File: src/rtl/stg_pkg.sv
// Shared types and constants for the space-time grid neighbour expander.
// Used by stg_cons_scan and space_time_grid_neighbor_expander.
`timescale 1ns / 1ps
`default_nettype none

package stg_pkg;

  localparam int MAX_DIM_DEF  = 64;
  localparam int MAX_CONS_DEF = 64;
  localparam int NUM_MOVES    = 5;
  // candidate coordinates carry one bit above the 6-bit field for the +1 moves
  localparam int COORD_W      = 7;

  localparam logic [1:0] MODE_OBST   = 2'd0;
  localparam logic [1:0] MODE_CONS   = 2'd1;
  localparam logic [1:0] MODE_EXPAND = 2'd2;

  localparam logic [1:0] REG_WIDTH  = 2'd0;
  localparam logic [1:0] REG_HEIGHT = 2'd1;
  localparam logic [1:0] REG_AGENT  = 2'd2;
  localparam logic [1:0] REG_COUNT  = 2'd3;

  localparam logic [2:0] MOVE_WAIT = 3'd0;
  localparam logic [2:0] MOVE_XP   = 3'd1;
  localparam logic [2:0] MOVE_XM   = 3'd2;
  localparam logic [2:0] MOVE_YP   = 3'd3;
  localparam logic [2:0] MOVE_YM   = 3'd4;

  localparam logic [6:0] GRID_W_RST = 7'd64;
  localparam logic [6:0] GRID_H_RST = 7'd64;
  localparam logic [7:0] AGENT_RST  = 8'd0;
  localparam logic [6:0] COUNT_RST  = 7'd0;

  localparam logic [15:0] COST_MAX = 16'hFFFF;
  localparam logic [13:0] TIME_MAX = 14'h3FFF;

  // one constraint table row, 48 bits
  typedef struct packed {
    logic        kind;
    logic [8:0]  agent;
    logic [5:0]  vx;
    logic [5:0]  vy;
    logic [5:0]  ex;
    logic [5:0]  ey;
    logic [13:0] ctime;
  } cons_entry_t;

  typedef struct packed {
    logic clear;
    logic rd_en;
  } scan_ctl_t;

  // node under expansion, as the constraint matcher sees it
  typedef struct packed {
    logic [5:0]  px;
    logic [5:0]  py;
    logic [13:0] t_now;
    logic [14:0] t_next;
    logic [7:0]  agent;
  } node_key_t;

endpackage

`default_nettype wire

File: src/rtl/stg_cons_scan.sv
// Constraint table memory and per-entry matcher that folds hits for all
// five moves into a mask. Depends on stg_pkg.
`timescale 1ns / 1ps
`default_nettype none

module stg_cons_scan #(
  parameter int MAX_CONSTRAINTS = 64
) (
  input  wire logic                                      clk,
  input  wire logic                                      rst,
  input  wire logic                                      wr_en,
  input  wire logic [((MAX_CONSTRAINTS > 1) ? $clog2(MAX_CONSTRAINTS) : 1)-1:0] wr_addr,
  input  wire stg_pkg::cons_entry_t                      wr_entry,
  input  wire stg_pkg::scan_ctl_t                        ctl,
  input  wire logic [((MAX_CONSTRAINTS > 1) ? $clog2(MAX_CONSTRAINTS) : 1)-1:0] rd_addr,
  input  wire stg_pkg::node_key_t                        key,
  input  wire logic [stg_pkg::NUM_MOVES-1:0][stg_pkg::COORD_W-1:0] cand_x,
  input  wire logic [stg_pkg::NUM_MOVES-1:0][stg_pkg::COORD_W-1:0] cand_y,
  output logic [stg_pkg::NUM_MOVES-1:0]                  hit_mask
);

  stg_pkg::cons_entry_t                 mem [MAX_CONSTRAINTS];
  stg_pkg::cons_entry_t                 rd_entry;
  logic                                 rd_vld;
  logic                                 binds;
  logic [stg_pkg::NUM_MOVES-1:0]        match;

  always_ff @(posedge clk) begin
    if (wr_en) begin
      mem[wr_addr] <= wr_entry;
    end
    if (ctl.rd_en) begin
      rd_entry <= mem[rd_addr];
    end
  end

  always_ff @(posedge clk) begin
    if (rst) begin
      rd_vld <= 1'b0;
    end else begin
      rd_vld <= ctl.rd_en;
    end
  end

  // agent sign bit set: binds every agent
  assign binds = rd_entry.agent[8] || (rd_entry.agent == {1'b0, key.agent});

  always_comb begin
    for (int m = 0; m < stg_pkg::NUM_MOVES; m++) begin
      match[m] = rd_vld && binds && (
        (!rd_entry.kind &&
         ({1'b0, rd_entry.ctime} == key.t_next) &&
         ({1'b0, rd_entry.vx} == cand_x[m]) &&
         ({1'b0, rd_entry.vy} == cand_y[m])) ||
        (rd_entry.kind &&
         (rd_entry.ctime == key.t_now) &&
         (rd_entry.vx == key.px) && (rd_entry.vy == key.py) &&
         ({1'b0, rd_entry.ex} == cand_x[m]) &&
         ({1'b0, rd_entry.ey} == cand_y[m])));
    end
  end

  always_ff @(posedge clk) begin
    if (rst) begin
      hit_mask <= '0;
    end else if (ctl.clear) begin
      hit_mask <= '0;
    end else begin
      hit_mask <= hit_mask | match;
    end
  end

endmodule

`default_nettype wire

File: config.mk
export PLATFORM = sky130hd
export DESIGN_NAME = stg_cons_scan
export DESIGN_NICKNAME = d
export VERILOG_FILES = /design/src/rtl/stg_pkg.sv /design/src/rtl/stg_cons_scan.sv
export SDC_FILE = /design/constraint.sdc
export NUM_CORES = 2
export LEC_CHECK = 0
export ABC_AREA = 0
export BUFFER_PORTS_ARGS = -buffer_cell sky130_fd_sc_hd__buf_2
export CAP_MARGIN = 15
export CORE_MARGIN = 4
export CORE_UTILIZATION = 60
export DETAILED_ROUTE_END_ITERATION = 10
export GPL_ROUTABILITY_DRIVEN = 0
export PLACE_DENSITY = 0.77
export RECOVER_POWER = 50
export SYNTH_ARGS = -nofsm -noshare
export SYNTH_HDL_FRONTEND = slang
export SYNTH_SLANG_ARGS = --single-unit
File: constraint.sdc
create_clock -name clk -period 7.75 [get_ports clk]
set_input_delay 0.775 -clock clk [delete_from_list [all_inputs] [get_ports clk]]
set_output_delay 0.775 -clock clk [all_outputs]
set_load 0.01 [all_outputs]
== Word-level counts from Yosys, hierarchy flattened ==
Memories as Yosys holds them, arrays and structs flattened. A register that Yosys moved wholly into a read port is not among the register bits.
Cells that the tools add are included.
Storage, ports and cells
  register bits after elaboration: 6
  latch bits: 0
  bits in writable memories: 3072
  memory bits (read-only): 0
  input bits: 184
  memories: 1
Memories
  mem: depth 64, bits a word 48, rd ports 1, clocked after Yosys merged registers in 1, wr ports 1, RTL line stg_cons_scan.sv:22  | stg_pkg::cons_entry_t mem [MAX_CONSTRAINTS];
Operators by class
  $add $sub $neg: 0
  multipliers: 0
  divide/modulo/power cells: 0
  order comparisons: 0
  equal/unequal tests: 25
  shift operators: 0
  multiplexer cells: 2
  bitwise gates (word level): 1
  reduce and logical (&&, ||, !) cells: 38
Operators with widths (number)
  $eq A6 B7 Y1: 20
  $logic_and A1 B1 Y1: 30
  $eq A14 B15 Y1: 1
  $eq A14 B14 Y1: 1
  $eq A6 B6 Y1: 2
  $eq A9 B8 Y1: 1
  $logic_or A1 B1 Y1: 6
  $or A5 B5 Y5: 1
  $mux W1: 2
  $reduce_or A2 Y1: 1
  $logic_not A1 Y1: 1

== Longest topological paths before layout ==
  depth after elaboration: 9
  gate-level depth with buffers: 10

== Worst setup path after synthesis ==
OpenSTA, ideal clock, no wires.
  path type: input to register
  from: input port wr_addr[3] in the netlist's numbering
  to: memory mem[48][0] in the netlist's numbering (enable)
  arrival time: 4.547 ns
  path slack: 2.690 ns
  stages on the path: 4
  cell sequence: clkbuf_1 > nor2b_1 > nand4b_1 > nor3_1
RTL lines
  start, declared: RTL line stg_cons_scan.sv:12  | input wire logic [((MAX_CONSTRAINTS > 1) ? $clog2(MAX_CONSTRAINTS) : 1)-1:0] wr_addr,
  end, declared: RTL line stg_cons_scan.sv:22
No word-level cell before the write port.

== Final worst setup path ==
  from: input port ctl[0] in the netlist's numbering
  to: register, netlist name rd_entry[10]
RTL lines
  start, declared: RTL line stg_cons_scan.sv:14  | input wire stg_pkg::scan_ctl_t ctl,
No word-level cell between the ends.

==> impl_metrics.csv <==
group,metric,value,unit
clock_tree,cts_setup_buffers,0,
timing,period_share,0.642,
setup_path,crit_type,"in2reg",
placed_design,port_buffers,188,
die,die_w,455,µm
synth,synth_edf_count,3120,
final_layout,drive_above_1_share,0.263,
die,core_area,198000,µm²
global_routing,overflow,0,
clock_tree,post_cts_resized,0,
clock_tree,clk_latency,970,ps
setup_path,startpoint_type,"input port",
synth,synth_compound_area_frac,0.0275,
min_path,hold_class,"in2reg",
placed_design,post-dp-hpwl,191000,µm
setup_path,endpoint_kind,"flip-flop",
setup_path,crit_top_cell,"clkbuf_1",
synth,synth-warning-count,0,
min_path,min_from,"cand_x[27]",
die,dieArea,207000,µm²
min_path,holdPathEnd,"hit_mask[3]",
final_layout,nets,5808,
synth,yosys.area_share.simple,0.0174,
drt,dr_total_vias,62900,
die,io_pins,189,
global_routing,track_usage,0.354,
clock_tree,clk_pin_slew_worst_paths,60,ps
clock_tree,cts_root_buf,"clkbuf_16",
drt,drt_iter0_drc,11100,
power_and_ir_drop,p_leak,41.2,nW
timing,period_needed,4970,ps
setup_path,r2r-start,"rd_entry[29]",
setup_path,crit_buf_inv,2,
synth,synth_common_cells,"3,120 x edfxtp_1, 762 x mux4_2, 144 x clkbuf_1, 135 x a22oi_1, 122 x xnor2_1",
power_and_ir_drop,power_density,262,nW/µm²
synth,synthXorXnorAreaFrac,0.0123,
global_routing,grt_pass1_wl,501000,µm
synth,yosysMostFrequentCell,"edfxtp_1",
synth,yosys.area.top_type,"edfxtp_1",
status,violations,"capacitance limit, slew limit",
setup_path,max_stage_delay,3260,ps
setup_path,startpoint,"ctl[0]",
setup_path,worstPathArrival,5370,ps
power_and_ir_drop,max-vdd-ir-drop,0.260,mV
synth,avgSynthCellArea,22.7,µm²
synth,synth.distinct_cells,47,
timing,hold_violations,0,
timing,skew,66.1,ps
flow_run,drv_cap,50,
global_routing,grt_pass1_vias,63300,
final_layout,syn_to_final_growth,11.8,%
synth,synth_top_area_frac,0.782,
drt,ant_nets,0,
timing,setup_violations,0,
global_routing,grt_max_degree,123,
synth,ys_ff_latch,3126,
drt,drt_pass1_iterations,9,
global_routing,antenna_found_initial,38,
setup_path,worst-path-max-fanout,35,
clock_tree,cts_tree,"built",
die,initial_core_util,0.605,
clock_tree,clk_path_buf_depth,4,
synth,synth_area_leaders,"edfxtp_1 78%, mux4_2 14%, xnor2_1 0.89%, a22oi_1 0.85%, o221ai_1 0.56%",
synth,async_flop_share,0,
timing,max_freq,201,MHz
drt,remaining_drc_errors,0,
synth,synth_ff_type,"edfxtp_1",
setup_path,cp.required,8150,ps
clock_tree,cts.sinks,3126,
setup_path,r2r-end,"hit_mask[2]",
synth,synth.area.mux_share,0.147,
setup_path,crit_family,"buffers and inverters",
status,status,"complete, but fails checks",
clock_tree,holdBufCountCts,1,
setup_path,crit_chain,"clkbuf_1 > clkbuf_1",
final_layout,final_util,0.676,
synth,synthCells,5272,
timing,worst_pin_slew,4530,ps
die,fp.dieH,455,µm
clock_tree,cts.htree.levels,5,
drt,wire_per_inst,42.5,µm
setup_path,cp_slowest_cell,"clkbuf_1",
drt,viasPerCell,7.40,
timing,finalMaxSlewViolations,2871,
min_path,min_path_cells,4,
synth,synthAdderAreaFrac,0,
timing,setup_tns,0,ps
timing,rsz0062_at_grt,"no",
drt,drt_wl_total,361000,µm
synth,yosysSeqAreaShare,0.783,
clock_tree,cts_buffers,314,
timing,max-slew-margin-rel,-2.02,
synth,synth_nets,5456,
setup_path,rrSetupSlack,4320,ps
setup_path,r2r_cells,5,
synth,synth.cell_area,120000,µm²
die,rows,163,
synth,synth_top_family_by_area,"multiplexers",
layout by cell type, fill, tap and decap left out, types with 12 or more instances in the layout:
master and instances:
xor2_1 46, nor2_4 65, buf_4 116, and2_1 21, o21ai_0 29, a22oi_1 135
nor4_1 22, edfxtp_1 3120, nand4_1 37, bufinv_16 19, clkinv_1 64, clkbuf_1 135
and3_1 39, buf_12 18, nand2_1 88, a21oi_1 20, mux4_2 762, mux2_2 12
a211oi_1 45, clkinv_2 45, xnor2_1 122, a221oi_1 42, nand3_1 56, o221ai_1 77
mux2i_1 33, buf_2 134, diode_2 22, clkbuf_16 321, o22ai_1 81, nor2b_1 30
through the flow:
step	hold slack, ps	area (µm²)	std cells	setup slack [ps]	power, mW
6_report	167	134000	8502	2780	35.1
3_3_place_gp	505	124000	7922	3640	20.9
5_1_grt	158	134000	8490	2930	36.0
3_5_place_dp	521	124000	7922	3600	21.0
4_1_cts	117	134000	8455	4380	35.1
2_1_floorplan	533	120000	5272	2690	20.1
registers in the layout (all words and copies together) (netlist names):
signal,count
mem,3072
rd_entry,48
hit_mask,5
rd_vld,1
worst max path at each step:
stage | cells after the start | endpoint
after global placement | 8 | rd_entry[1]
after CTS | 5 | hit_mask[2]
after floorplan | 4 | mem[48][0]
after detailed placement | 8 | rd_entry[1]
after global routing | 2 | rd_entry[10]
final | 2 | rd_entry[10]
cells by family (layout without fill, tap and decap cells):
group / Yosys count / count (layout)
AND/OR/NAND/NOR: 410 / 410
AO/OA/AOI/OAI: 450 / 450
buffers and inverters: 310 / 878
multiplexers: 808 / 808
flip-flops: 3126 / 3126
XOR/XNOR: 168 / 168
other: 0 / 22
area by class of cell:
type	instances	area, µm²
well taps	2640	3300
diodes	22	55.1
clock inverters	146	1180
multi-input cells	1836	25000
repair buffers	345	2300
fillers	11400	64100
flip-flops and latches	3126	93800
clock buffers	386	8280
inverters	1	3.75
routing by layer:
| metal | routed length, µm | share of wire | GRT usage |
|---|---|---|---|
| met3 | 60300 | 0.17 | 0.133 |
| met1 | 112000 | 0.31 | 0.460 |
| met5 | 122 | 0.00034 | 0 |
| met2 | 162000 | 0.45 | 0.518 |
| met4 | 26200 | 0.072 | 0.207 |
power breakdown:
part	internal [mW]	leakage, nW	switching (mW)
sequential	18.8	28.2	0.155
combinational	0.631	8.41	1.16
clock	8.18	4.62	6.21
total	27.6	41.2	7.52
Power figures use the tool's default switching activity.
